$ cat src/pfcs_pkg.sv
package pfcs_pkg;

    // Default and upper bound for the number of CPUs sharing the PLL.
    localparam int CPU_COUNT_DEFAULT = 2;
    localparam int CPU_COUNT_MAX     = 8;

    // Field widths.
    localparam int INDEX_W   = 3;
    localparam int TICKS_W   = 16;
    localparam int MASK_W    = 2;
    localparam int WORD_W    = 32;
    localparam int KHZ_W     = 21;
    localparam int CFG_IDX_W = 3;
    localparam int CFG_DATA_W = 16;

    localparam logic [INDEX_W-1:0] MAX_INDEX = 3'd5;

    // Reset values of the configuration registers.
    localparam logic [TICKS_W-1:0] HOLD_TICKS_RST   = 16'd2;
    localparam logic [TICKS_W-1:0] SETTLE_TICKS_RST = 16'd50;
    localparam logic [INDEX_W-1:0] BOOT_INDEX_RST   = 3'd5;
    localparam logic [MASK_W-1:0]  ONLINE_MASK_RST  = 2'd3;

    // Configuration register indexes.
    localparam logic [CFG_IDX_W-1:0] CFG_HOLD_TICKS   = 3'd0;
    localparam logic [CFG_IDX_W-1:0] CFG_SETTLE_TICKS = 3'd1;
    localparam logic [CFG_IDX_W-1:0] CFG_BOOT_INDEX   = 3'd2;
    localparam logic [CFG_IDX_W-1:0] CFG_ONLINE_MASK  = 3'd3;

    // Item kinds.
    localparam logic CMD_TICK    = 1'b0;
    localparam logic CMD_REQUEST = 1'b1;

    // Bit ORed into the second control word while the PLL is bypassed.
    localparam int BYPASS_BIT = 15;

    typedef enum logic [1:0] {
        PH_IDLE,
        PH_HOLD,
        PH_SETTLE,
        PH_LOCK
    } phase_t;

    typedef struct packed {
        logic                  change_done;
        logic                  busy_res;
        logic [KHZ_W-1:0]      current_khz;
        logic [INDEX_W-1:0]    current_index;
        logic [WORD_W-1:0]     pll_ctl1_word;
        logic [WORD_W-1:0]     pll_ctl_word;
        logic                  pll_reset;
        logic                  pll_bypass;
        logic                  cpu_bypass;
    } result_t;

    function automatic logic [INDEX_W-1:0] sat_index(input logic [INDEX_W-1:0] v);
        sat_index = (v > MAX_INDEX) ? MAX_INDEX : v;
    endfunction

    function automatic logic [WORD_W-1:0] ctl_word(input logic [INDEX_W-1:0] idx);
        unique case (idx)
            3'd0:    ctl_word = 32'h8D48A005;
            3'd1:    ctl_word = 32'h8D48A005;
            3'd2:    ctl_word = 32'h9948B005;
            3'd3:    ctl_word = 32'h8D48A005;
            3'd4:    ctl_word = 32'h9548A805;
            default: ctl_word = 32'h9948B005;
        endcase
    endfunction

    function automatic logic [WORD_W-1:0] ctl1_word(input logic [INDEX_W-1:0] idx);
        unique case (idx)
            3'd0:    ctl1_word = 32'h0108342A;
            3'd1:    ctl1_word = 32'h010832AA;
            3'd2:    ctl1_word = 32'h010832AD;
            3'd3:    ctl1_word = 32'h0108312A;
            3'd4:    ctl1_word = 32'h0108312C;
            default: ctl1_word = 32'h0108312D;
        endcase
    endfunction

    function automatic logic [KHZ_W-1:0] index_khz(input logic [INDEX_W-1:0] idx);
        unique case (idx)
            3'd0:    index_khz = 21'd200000;
            3'd1:    index_khz = 21'd400000;
            3'd2:    index_khz = 21'd600000;
            3'd3:    index_khz = 21'd800000;
            3'd4:    index_khz = 21'd1000000;
            default: index_khz = 21'd1200000;
        endcase
    endfunction

endpackage

$ cat src/pfcs_core.sv
module pfcs_core #(
    parameter int CPU_COUNT = pfcs_pkg::CPU_COUNT_DEFAULT
) (
    input  logic                              clk,
    input  logic                              rst_n,
    input  logic                              item_accept,
    input  logic                              item_cmd,
    input  logic                              item_cpu_id,
    input  logic [pfcs_pkg::INDEX_W-1:0]      item_freq_index,
    input  logic                              item_pll_locked,
    input  logic                              cfg_write,
    input  logic [pfcs_pkg::CFG_IDX_W-1:0]    cfg_index,
    input  logic [pfcs_pkg::CFG_DATA_W-1:0]   cfg_data,
    output pfcs_pkg::result_t                 result
);

    logic [pfcs_pkg::TICKS_W-1:0] hold_ticks_reg, hold_ticks_next;
    logic [pfcs_pkg::TICKS_W-1:0] settle_ticks_reg, settle_ticks_next;
    logic [pfcs_pkg::INDEX_W-1:0] boot_index_reg, boot_index_next;
    logic [pfcs_pkg::MASK_W-1:0]  online_mask_reg, online_mask_next;
    logic [pfcs_pkg::INDEX_W-1:0] target_reg [CPU_COUNT];
    logic [pfcs_pkg::INDEX_W-1:0] target_next [CPU_COUNT];
    pfcs_pkg::phase_t             phase_reg, phase_next;
    logic [pfcs_pkg::TICKS_W-1:0] timer_reg, timer_next;
    logic [pfcs_pkg::INDEX_W-1:0] running_reg, running_next;
    logic [pfcs_pkg::INDEX_W-1:0] applying_reg, applying_next;

    logic [pfcs_pkg::CPU_COUNT_MAX-1:0] online_wide;
    logic [pfcs_pkg::INDEX_W-1:0]       fidx;
    logic [pfcs_pkg::INDEX_W-1:0]       want;
    logic [pfcs_pkg::INDEX_W-1:0]       widx;
    logic                               evaluate;
    logic                               started;
    logic                               done;
    logic                               busy;

    assign online_wide = {{(pfcs_pkg::CPU_COUNT_MAX - pfcs_pkg::MASK_W){1'b0}},
                          online_mask_reg};
    assign fidx = pfcs_pkg::sat_index(item_freq_index);

    always_comb
    begin
        hold_ticks_next   = hold_ticks_reg;
        settle_ticks_next = settle_ticks_reg;
        boot_index_next   = boot_index_reg;
        online_mask_next  = online_mask_reg;
        target_next       = target_reg;
        phase_next        = phase_reg;
        timer_next        = timer_reg;
        running_next      = running_reg;
        applying_next     = applying_reg;
        evaluate          = 1'b0;
        started           = 1'b0;
        done              = 1'b0;

        if (item_accept)
        begin
            if (item_cmd == pfcs_pkg::CMD_REQUEST)
            begin
                for (int i = 0; i < CPU_COUNT; i++)
                begin
                    if (int'(item_cpu_id) == i)
                    begin
                        target_next[i] = fidx;
                    end
                end
                evaluate = (phase_reg == pfcs_pkg::PH_IDLE);
            end
            else
            begin
                unique case (phase_reg)
                    pfcs_pkg::PH_HOLD:
                    begin
                        if (timer_reg == '0)
                        begin
                            phase_next = pfcs_pkg::PH_SETTLE;
                            timer_next = settle_ticks_reg;
                        end
                        else
                        begin
                            timer_next = timer_reg - 1'b1;
                        end
                    end
                    pfcs_pkg::PH_SETTLE:
                    begin
                        if (timer_reg == '0)
                        begin
                            phase_next = pfcs_pkg::PH_LOCK;
                        end
                        else
                        begin
                            timer_next = timer_reg - 1'b1;
                        end
                    end
                    pfcs_pkg::PH_LOCK:
                    begin
                        if (item_pll_locked)
                        begin
                            running_next = applying_reg;
                            phase_next   = pfcs_pkg::PH_IDLE;
                            timer_next   = '0;
                            done         = 1'b1;
                            evaluate     = 1'b1;
                        end
                    end
                    default:
                    begin
                    end
                endcase
            end
        end

        // Highest target among the online CPUs, after this item's update.
        want = '0;
        for (int i = 0; i < CPU_COUNT; i++)
        begin
            if (online_wide[i] && (target_next[i] > want))
            begin
                want = target_next[i];
            end
        end

        if (evaluate && (want != running_next))
        begin
            applying_next = want;
            phase_next    = pfcs_pkg::PH_HOLD;
            timer_next    = hold_ticks_reg;
            started       = 1'b1;
        end

        if (cfg_write)
        begin
            unique case (cfg_index)
                pfcs_pkg::CFG_HOLD_TICKS:   hold_ticks_next   = cfg_data;
                pfcs_pkg::CFG_SETTLE_TICKS: settle_ticks_next = cfg_data;
                pfcs_pkg::CFG_BOOT_INDEX:
                begin
                    boot_index_next = pfcs_pkg::sat_index(cfg_data[pfcs_pkg::INDEX_W-1:0]);
                    if (phase_reg == pfcs_pkg::PH_IDLE)
                    begin
                        running_next  = boot_index_next;
                        applying_next = boot_index_next;
                    end
                end
                pfcs_pkg::CFG_ONLINE_MASK:
                begin
                    online_mask_next = cfg_data[pfcs_pkg::MASK_W-1:0];
                end
                default:
                begin
                end
            endcase
        end

        busy = (phase_next != pfcs_pkg::PH_IDLE);
        widx = busy ? applying_next : running_next;

        result.cpu_bypass    = busy;
        result.pll_bypass    = started;
        result.pll_reset     = (phase_next == pfcs_pkg::PH_HOLD);
        result.pll_ctl_word  = pfcs_pkg::ctl_word(widx);
        result.pll_ctl1_word = pfcs_pkg::ctl1_word(widx);
        result.pll_ctl1_word[pfcs_pkg::BYPASS_BIT] =
            result.pll_ctl1_word[pfcs_pkg::BYPASS_BIT] | started;
        result.current_index = running_next;
        result.current_khz   = pfcs_pkg::index_khz(running_next);
        result.busy_res      = busy;
        result.change_done   = done;
    end

    always_ff @(posedge clk or negedge rst_n)
    begin
        if (!rst_n)
        begin
            hold_ticks_reg   <= pfcs_pkg::HOLD_TICKS_RST;
            settle_ticks_reg <= pfcs_pkg::SETTLE_TICKS_RST;
            boot_index_reg   <= pfcs_pkg::BOOT_INDEX_RST;
            online_mask_reg  <= pfcs_pkg::ONLINE_MASK_RST;
            for (int i = 0; i < CPU_COUNT; i++)
            begin
                target_reg[i] <= '0;
            end
            phase_reg    <= pfcs_pkg::PH_IDLE;
            timer_reg    <= '0;
            running_reg  <= pfcs_pkg::BOOT_INDEX_RST;
            applying_reg <= pfcs_pkg::BOOT_INDEX_RST;
        end
        else
        begin
            hold_ticks_reg   <= hold_ticks_next;
            settle_ticks_reg <= settle_ticks_next;
            boot_index_reg   <= boot_index_next;
            online_mask_reg  <= online_mask_next;
            target_reg       <= target_next;
            phase_reg        <= phase_next;
            timer_reg        <= timer_next;
            running_reg      <= running_next;
            applying_reg     <= applying_next;
        end
    end

    // A change start always comes with reset asserted and the CPU on bypass.
    a_start_sets_reset: assert property (@(posedge clk) disable iff (!rst_n)
        result.pll_bypass |-> (result.pll_reset && result.cpu_bypass))
        else $error("change start without PLL reset or CPU bypass");

    // Idle is only ever entered with the phase timer cleared.
    a_idle_timer_clear: assert property (@(posedge clk) disable iff (!rst_n)
        (phase_reg == pfcs_pkg::PH_IDLE) |-> (timer_reg == '0))
        else $error("phase timer not clear while idle");

    // Requests during a change must not move the sequence on.
    a_request_holds_phase: assert property (@(posedge clk) disable iff (!rst_n)
        (item_accept && (item_cmd == pfcs_pkg::CMD_REQUEST) &&
         (phase_reg != pfcs_pkg::PH_IDLE))
        |=> ((phase_reg == $past(phase_reg)) && (timer_reg == $past(timer_reg))))
        else $error("request advanced the change sequence");

    // Running and applied indexes stay within the frequency table.
    a_index_range: assert property (@(posedge clk) disable iff (!rst_n)
        (running_reg <= pfcs_pkg::MAX_INDEX) && (applying_reg <= pfcs_pkg::MAX_INDEX))
        else $error("frequency index beyond table");

endmodule

$ cat src/pfcs_out_buf.sv
module pfcs_out_buf (
    input  logic              clk,
    input  logic              rst_n,
    input  logic              push,
    input  pfcs_pkg::result_t push_data,
    output logic              space,
    output logic              out_valid,
    input  logic              out_ready,
    output pfcs_pkg::result_t out_data
);

    pfcs_pkg::result_t entry_reg [2];
    logic [1:0]        count_reg, count_next;
    logic              rd_ptr_reg, rd_ptr_next;
    logic              wr_ptr;
    logic              pop;

    assign space     = (count_reg != 2'd2);
    assign out_valid = (count_reg != 2'd0);
    assign out_data  = entry_reg[rd_ptr_reg];
    assign pop       = out_valid && out_ready;
    assign wr_ptr    = rd_ptr_reg ^ count_reg[0];

    always_comb
    begin
        rd_ptr_next = rd_ptr_reg ^ pop;
        count_next  = count_reg + {1'b0, push} - {1'b0, pop};
    end

    always_ff @(posedge clk)
    begin
        if (push)
        begin
            entry_reg[wr_ptr] <= push_data;
        end
    end

    always_ff @(posedge clk or negedge rst_n)
    begin
        if (!rst_n)
        begin
            count_reg  <= 2'd0;
            rd_ptr_reg <= 1'b0;
        end
        else
        begin
            count_reg  <= count_next;
            rd_ptr_reg <= rd_ptr_next;
        end
    end

    // The fill count never goes beyond the two entries.
    a_count_bound: assert property (@(posedge clk) disable iff (!rst_n)
        count_reg != 2'd3)
        else $error("output buffer count out of range");

    // A held result with no pop keeps its data.
    a_hold_data: assert property (@(posedge clk) disable iff (!rst_n)
        (out_valid && !out_ready) |=> (out_valid && (out_data == $past(out_data))))
        else $error("stalled result changed");

endmodule

$ cat src/pll_frequency_change_sequencer.sv
// PLL frequency change sequencer.
//
// Input channel s_*: one item per handshake. s_tuser[0] says whether the item is a
// time tick (0) or a frequency request (1); s_tdata carries the requesting CPU, the
// wanted frequency index and the PLL lock status sampled with the item.
// Output channel m_*: exactly one result item for every input item, in order, with
// the clock switch controls, both PLL control words, the running index and kHz,
// and the busy and change-done flags.
// Configuration channel cfg_*: register writes (hold ticks, settle ticks, boot
// index, online mask), always ready; they are meant to be issued while idle.
//
// The result of an item accepted at one edge is presented on m_tvalid after that
// edge. Throughput is one item per cycle while s_tready is high; the update of the
// per-CPU targets and the phase sequencer sits between the input handshake and a
// two-entry result buffer. When the receiver stalls, up to two results are held;
// s_tready drops only while both are occupied and rises as soon as one is taken.
// Reset clears the targets to index zero, puts the sequencer idle at the boot index,
// restores the register defaults and empties the result buffer.
module pll_frequency_change_sequencer #(
    parameter int CPU_COUNT = pfcs_pkg::CPU_COUNT_DEFAULT
) (
    input  logic                            clk,
    input  logic                            rst_n,
    // Input item.
    input  logic                            s_tvalid,
    output logic                            s_tready,
    // s_tdata: [0] cpu_id, [3:1] freq_index, [4] pll_locked, [7:5] zero.
    input  logic [7:0]                      s_tdata,
    // s_tuser: [0] cmd.
    input  logic [0:0]                      s_tuser,
    // Result item.
    output logic                            m_tvalid,
    input  logic                            m_tready,
    // m_tdata: [0] cpu_bypass, [1] pll_bypass, [2] pll_reset, [34:3] pll_ctl_word,
    // [66:35] pll_ctl1_word, [69:67] current_index, [90:70] current_khz,
    // [91] busy_res, [92] change_done, [95:93] zero.
    output logic [95:0]                     m_tdata,
    // Configuration writes.
    input  logic                            cfg_valid,
    output logic                            cfg_ready,
    input  logic [pfcs_pkg::CFG_IDX_W-1:0]  cfg_index,
    input  logic [pfcs_pkg::CFG_DATA_W-1:0] cfg_data
);

    pfcs_pkg::result_t core_result;
    pfcs_pkg::result_t buf_result;
    logic              accept;
    logic              buf_space;

    assign s_tready  = buf_space;
    assign accept    = s_tvalid && s_tready;
    assign cfg_ready = 1'b1;

    // The sequencer state advances on every accepted item and on register writes.
    pfcs_core #(
        .CPU_COUNT (CPU_COUNT)
    ) u_core (
        .clk             (clk),
        .rst_n           (rst_n),
        .item_accept     (accept),
        .item_cmd        (s_tuser[0]),
        .item_cpu_id     (s_tdata[0]),
        .item_freq_index (s_tdata[3:1]),
        .item_pll_locked (s_tdata[4]),
        .cfg_write       (cfg_valid && cfg_ready),
        .cfg_index       (cfg_index),
        .cfg_data        (cfg_data),
        .result          (core_result)
    );

    // The result buffer decouples the two sides so a stalled receiver does not
    // stop intake until two results are waiting.
    pfcs_out_buf u_out_buf (
        .clk       (clk),
        .rst_n     (rst_n),
        .push      (accept),
        .push_data (core_result),
        .space     (buf_space),
        .out_valid (m_tvalid),
        .out_ready (m_tready),
        .out_data  (buf_result)
    );

    assign m_tdata = {3'b000, buf_result};

endmodule

$ cat config.mk
export PLATFORM = sky130hd
export DESIGN_NAME = pll_frequency_change_sequencer
export DESIGN_NICKNAME = d
export VERILOG_FILES = /design/src/pfcs_pkg.sv /design/src/pfcs_core.sv /design/src/pfcs_out_buf.sv /design/src/pll_frequency_change_sequencer.sv
export SDC_FILE = /design/constraint.sdc
export NUM_CORES = 1
export LEC_CHECK = 0
export BUFFER_PORTS_ARGS = -buffer_cell sky130_fd_sc_hd__buf_2
export CAP_MARGIN = 20
export CORE_ASPECT_RATIO = 1.1
export CORE_UTILIZATION = 60
export DETAILED_ROUTE_END_ITERATION = 10
export GPL_TIMING_DRIVEN = 0
export HOLD_SLACK_MARGIN = 0.15
export PLACE_DENSITY = 0.82
export RECOVER_POWER = 25
export SKIP_LAST_GASP = 1
export SLEW_MARGIN = 15
export SYNTH_ARGS = -nofsm -noshare
export SYNTH_HDL_FRONTEND = slang
export SYNTH_HIERARCHICAL = 1
export SYNTH_SLANG_ARGS = --single-unit
$ cat constraint.sdc
create_clock -name clk -period 17.2 [get_ports clk]
set_clock_uncertainty 0.1 [all_clocks]
set_input_delay 2.58 -clock clk [delete_from_list [all_inputs] [get_ports clk]]
set_output_delay 2.58 -clock clk [all_outputs]
set_load 0.1 [all_outputs]
Yosys cells after proc, flatten, opt, wreduce, memory -nomap -nowiden
Memory sizes are Yosys's and may differ from the RTL's.
Index checks and enable logic that the tools add are counted.
{"block": "totals", "ff_bits": 67, "mem_bits_rw": 140, "in_bits": 33, "output_inout_bits": 99, "wordCells": 107, "mem_count": 1}
{"block": "op_classes", "n_addsub": 3, "order_cmp": 4, "eq_ne": 20, "muxes": 46, "n_bitwise": 3, "reduce_logical": 19}
{"name": "u_out_buf.entry_reg", "depth": 2, "word_bits": 70, "rd": 1, "rd_ports_with_merged_regs": 0, "wr": 1, "line_no": "pfcs_out_buf.sv:12", "text": "pfcs_pkg::result_t entry_reg [2];"}
{"op": "case mux 21 bit (5 select lines)", "count": 1}
{"op": "two-way mux 16 bit", "count": 6}
{"op": "case mux 29 bit (2 select lines)", "count": 1}
{"op": "case mux 11 bit (5 select lines)", "count": 1}
{"op": "two-way mux 3 bit", "count": 18}
{"op": "case mux 16 bit (3 select lines)", "count": 1}
{"op": "== test 3 x 2 -> 1 bit, second input constant", "count": 6}
{"op": "logical NOT 16 bit", "count": 1}
{"op": "subtractor 16 x 1 -> 16 bit, second input constant", "count": 1}
{"op": "two-way mux 2 bit", "count": 6}
{"op": "two-way mux 6 bit", "count": 2}
{"op": "== test 3 x 1 -> 1 bit, second input constant", "count": 3}
{"op": "logical NOT 3 bit", "count": 3}
{"op": "two-way mux 1 bit", "count": 9}
{"op": "== test 3 bit, second input constant", "count": 2}
{"op": "greater-than comparator 3 bit, second input constant", "count": 2}
{"op": "case mux 2 bit (3 select lines)", "count": 1}
{"op": "AND reduction 2 bit", "count": 3}
{"op": "nonzero test 2 bit", "count": 3}
{"op": "logical AND 1 bit", "count": 5}
{"op": "AND reduction 5 bit", "count": 1}
{"op": "== test 2 x 1 -> 1 bit, second input constant", "count": 2}
{"op": "== test 2 bit, second input constant", "count": 2}
{"op": "nonzero test 4 bit", "count": 1}
{"op": "13 further kinds", "count": 14}

Depth between registers and ports, before layout
{"block": "depth", "ltp_word": 21, "mapped_depth": 18, "depth_no_buf": 17}

Cells and area by module
The synthesis kept the hierarchy.
{"module": "pfcs_out_buf", "instances": 1, "cells_each": 306, "area_each_um2": 7114.3, "seq_area_each_um2": 5660.4}
{"module": "pfcs_core", "instances": 1, "cells_each": 454, "area_each_um2": 4222.8, "seq_area_each_um2": 1614.0}
{"module": "pll_frequency_change_sequencer", "instances": 1, "cells_each": 7, "area_each_um2": 43.8, "seq_area_each_um2": 0.0}

Worst setup path before layout
OpenSTA, ideal clock, no wires.
{"block": "synth_path", "path_type": "input to register", "start": "in s_tvalid", "end": "mem u_out_buf/entry_reg[1][0] (netlist bit) (enable)", "setup_ns": 0.557, "arrival_time_ns": 6.942, "t_required_ns": 16.543, "path_slack_ns": 9.601, "cell_stages": 2, "path_buffers": 0, "cell_sequence": "and2_1 > nor2b_1"}
{"block": "synth_between", "elab_chain_len": 3}
{"element": "from (decl)", "line_no": "pll_frequency_change_sequencer.sv:25", "text": "input logic s_tvalid,"}
{"element": "logical AND 1 bit", "line_no": "pll_frequency_change_sequencer.sv:51", "text": "assign accept = s_tvalid && s_tready;"}
{"element": "two-way mux 1 bit", "line_no": "pfcs_out_buf.sv:32", "text": "if (push)"}
{"element": "two-way mux 1 bit (implied by the code)", "line_no": "pfcs_out_buf.sv:34", "text": "entry_reg[wr_ptr] <= push_data;"}
{"element": "to (decl)", "line_no": "pfcs_out_buf.sv:12"}
Every way passes these cells.

Worst setup path after layout
{"block": "layout_path", "start": "in s_tvalid", "end": "mem u_out_buf/entry_reg[1][44] (netlist bit) (data pin)"}
{"block": "layout_between", "elab_chain_len": 5}
{"element": "logical AND 1 bit (*)", "line_no": "pll_frequency_change_sequencer.sv:51"}
{"element": "net accept", "line_no": "pll_frequency_change_sequencer.sv:47", "text": "logic accept;"}
{"element": "two-way mux 3 bit (*)", "line_no": "pfcs_core.sv:56", "text": "if (item_accept)"}
{"element": "two-way mux 3 bit", "line_no": "pfcs_core.sv:139", "text": "if (phase_reg == pfcs_pkg::PH_IDLE)"}
{"element": "two-way mux 3 bit", "line_no": "pfcs_core.sv:133", "text": "unique case (cfg_index)"}
{"element": "two-way mux 3 bit (*)", "line_no": "pfcs_core.sv:131", "text": "if (cfg_write)"}
The timed path passes the listed nets; every way through them passes the cells marked *.

==> tab_implementation.tex <==
\begin{tabular}{lr}
\hline
Metric & Value \\
\hline
\multicolumn{2}{l}{\textbf{Clock tree}} \\
\quad Sinks on the clock net & 253 \\
\quad CTS Hold Bufs & 0 \\
\quad TritonCTS clock tree & done \\
\quad Later-pin clock latency in the skew report & 0.50 ns \\
\quad Clock transition time at the flip-flop clock pins of the worst setup and hold paths & 0.06 ns \\
\quad Clock tree root buffer cell & clkbuf\_16 \\
\quad Maximum clock path buffer count & 3 \\
\quad Clock buffer count from CTS & 25 \\
\quad Number of H-tree levels & 1 \\
\quad Number of cells upsized or downsized after cts & 0 \\
\quad Buffers inserted by post-CTS timing repair & 0 \\
\multicolumn{2}{l}{\textbf{Routing}} \\
\quad Vias per cell & 5.23 \\
\quad Routed length on met1 & 8.49 mm \\
\quad Residual DRC count & 0 \\
\quad Met2 wire length & 10.4 mm \\
\quad Post-detailed-route count of antenna-violating nets & 0 \\
\quad Routed wire length per instance & 16.2 um \\
\quad Final wirelength & 20.1 mm \\
\quad Met3 Routed Length & 986 um \\
\quad Starting DRT DRC Count & 426 \\
\quad Highest routed metal layer & met5 \\
\quad Vias & 6480 \\
\quad Initial DRT Pass Iterations & 5 \\
\multicolumn{2}{l}{\textbf{Yosys}} \\
\quad Number of distinct standard cells referenced by the synthesized netlist & 65 \\
\quad Syn Inst Count & 767 \\
\quad Top cells by count, synth & 186 x edfxtp\_1, 80 x mux2\_2, 70 x buf\_4, 57 x dfrtp\_1, 54 x mux2\_4 \\
\quad Async set-reset flop share out of synthesis & 26.5\% \\
\quad Mapped cell area & 11400 um2 \\
\quad Total of warnings raised by yosys & 6 \\
\quad Sequential element share of the synthesized area & 63.9\% \\
\quad Share of Yosys cell area claimed by the top area cell type & 49.1\% \\
\quad Primary FF master, synth & edfxtp\_1 \\
\quad Top area cells in the synthesized netlist & edfxtp\_1 49\%, dfrtp\_1 13\%, mux2\_2 7.9\% \\
\quad Cell taking the most area after synthesis & edfxtp\_1 \\
\quad Leading cell type by number of instances after synthesis & edfxtp\_1 \\
\quad Mean cell area of the mapped netlist & 14.8 um2 \\
\quad EDFF count, synth & 186 \\
\quad Flops \& latches, synth & 253 \\
\multicolumn{2}{l}{\textbf{STA}} \\
\quad Min Tclk post-route & 6.40 ns \\
\quad Fmax & 0.156 GHz \\
\quad Worst-Margin Slew & 3.21 ns \\
\quad Setup repair after global routing missed its margin & false \\
\quad Slew margin rel. & -114\% \\
\quad Final number of setup-violating endpoints & 0 \\
\quad Final Hold Viols & 0 \\
\quad Max-slew violation total from the final report & 97 \\
\quad Period utilisation layout & 37.2\% \\
\quad Setup\_tns & 0 ns \\
\multicolumn{2}{l}{\textbf{Placed design}} \\
\quad Placed wire-length estimate & 13.9 mm \\
\quad DP Cell Count & 1197 \\
\quad Port bufs & 124 \\
\quad Last weighted congestion value of the routability-driven placer & 0.835 \\
\multicolumn{2}{l}{\textbf{Worst hold path}} \\
\quad Worst min path class & reg2reg \\
\quad Cell count of the worst hold path & 1 \\
\multicolumn{2}{l}{\textbf{GRT}} \\
\quad Wire length of the first global-routing pass & 32.7 mm \\
\quad Grt total ovfl & 0 \\
\quad Via count of the first global-routing pass & 6594 \\
\quad Maximum number of pins on one net before global-route repair & 51 \\
\quad Initial antenna violation count & 1 \\
\quad Total track usage & 21.1\% \\
\multicolumn{2}{l}{\textbf{Worst setup path}} \\
\quad Worst-path maximum fanout & 9 \\
\quad Critical path required time & 17.47 ns \\
\quad Setup slack of the worst register-to-register path & 12.39 ns \\
\quad Kind of end point of the critical path & flop \\
\quad Cell depth of the worst flop-to-flop path & 17 \\
\quad CP Launch Type & input pin \\
\quad Worst path arrival time & 6.67 ns \\
\quad WS Path Type & in2reg \\
\multicolumn{2}{l}{\textbf{Floorplan}} \\
\quad Area of the core & 18500 um2 \\
\quad Initial Utilization & 61.6\% \\
\quad Die area & 19500 um2 \\
\quad Std-Cell Rows & 52 \\
\quad Die Span X & 133 um \\
\quad Vertical die dimension & 146 um \\
\quad I/O pin cnt & 132 \\
\multicolumn{2}{l}{\textbf{Job}} \\
\quad Max Cap Viol & 2 \\
\multicolumn{2}{l}{\textbf{Outcome}} \\
\quad Status & finished with violations \\
\quad Failing checks & capacitance limit, slew limit \\
\multicolumn{2}{l}{\textbf{Final layout}} \\
\quad Antenna cells & 0 \\
\quad Non-filler cells, final & 1240 \\
\quad Max FFs per register & 186 \\
\quad Number of nets in the finished design & 1020 \\
\quad Proportion of layout cells with a drive suffix above 1 & 39.4\% \\
\quad Synthesis-to-finish area growth & 17.0\% \\
\hline
\end{tabular}
[path summary, 6_finish.rpt]
| kind | start | to |
|---|---|---|
| worst max-delay path | s_tvalid | u_out_buf/entry_reg[1][44] |
| worst min-delay path | u_core/hold_ticks_reg[11] | u_core/hold_ticks_reg[11] |
| worst max register to register | u_out_buf/count_reg[0] | u_out_buf/entry_reg[1][44] |
| worst min register to register | u_core/hold_ticks_reg[11] | u_core/hold_ticks_reg[11] |
| max in group asynchronous | rst_n | u_core/phase_reg[0] |
| min in group asynchronous | rst_n | u_core/hold_ticks_reg[11] |
[critical path, stage by stage]
cell and delay [ns]:
buf_2 0.08, and2_0 0.46, and3_1 0.35, mux2_4 0.34, ha_1 0.32, nor2b_1 0.14, nor3_1 0.35, nor3_1 0.13
or2_1 0.27, xor2_1 0.16, a31o_4 0.28, inv_4 0.09, mux2i_2 0.49, nand3_2 0.20, a21oi_1 0.26, buf_4 0.16
[cell type report]
cell class | count | area, um2
Sequential cell | 253 | 7270
Fill cell | 1246 | 5160
Multi-Input combinational cell | 459 | 3540
Buffer | 99 | 721
Timing Repair Buffer | 129 | 714
Clock buffer | 33 | 656
Tap cell | 243 | 304
Inverter | 14 | 55.1
Clock inverter | 10 | 43.8
[routing by layer]
metal | vias to the layer above | GRT usage [%]
met5 | - | 0
met4 | 2 | 4.60
met3 | 20 | 3.09
met2 | 175 | 37.7
met1 | 3187 | 27.3
li1 | 3096 | -
[kinds of logic after synthesis]
logic type,Yosys count,synth area share [%]
flip-flops,253,63.9
multiplexers,145,16.0
AND/OR/NAND/NOR,141,6.37
buffers and inverters,113,6.82
AO/OA/AOI/OAI,87,4.68
XOR/XNOR,18,1.39
adder cells (fa/ha/maj),6,0.660
other,4,0.132
[per-stage QoR]
step           instance area, um2  setup WS [ns]  hold slack, ns  utilization, %
2_1_floorplan               11600           9.60           0.371               -
3_3_place_gp                12500           7.23           0.383            67.8
3_5_place_dp                12700          10.53           0.393            68.5
4_1_cts                     13400          11.04           0.407            72.3
5_1_grt                     13300          10.53           0.423            72.0
6_report                    13300          10.80           0.403            72.0
[cell usage in the layout (no fill, tap or decap), drive strengths merged, types with 8 or more instances in the layout]
cell	netlist	layout
inv	13	13
mux2i	11	11
clkbuf	13	52
xor2	8	8
nor3	27	27
a21oi	20	20
buf	86	209
xnor2	10	10
nand2	48	48
conb	4	62
dfrtp	57	57
dfstp	10	10
o21ai	41	41
nand3	8	8
edfxtp	186	186
clkinv	1	10
nor2	22	22
mux2	134	134
Power is not shown: default switching activity piles up to over one toggle a cycle in this logic, so the estimate is an artifact.
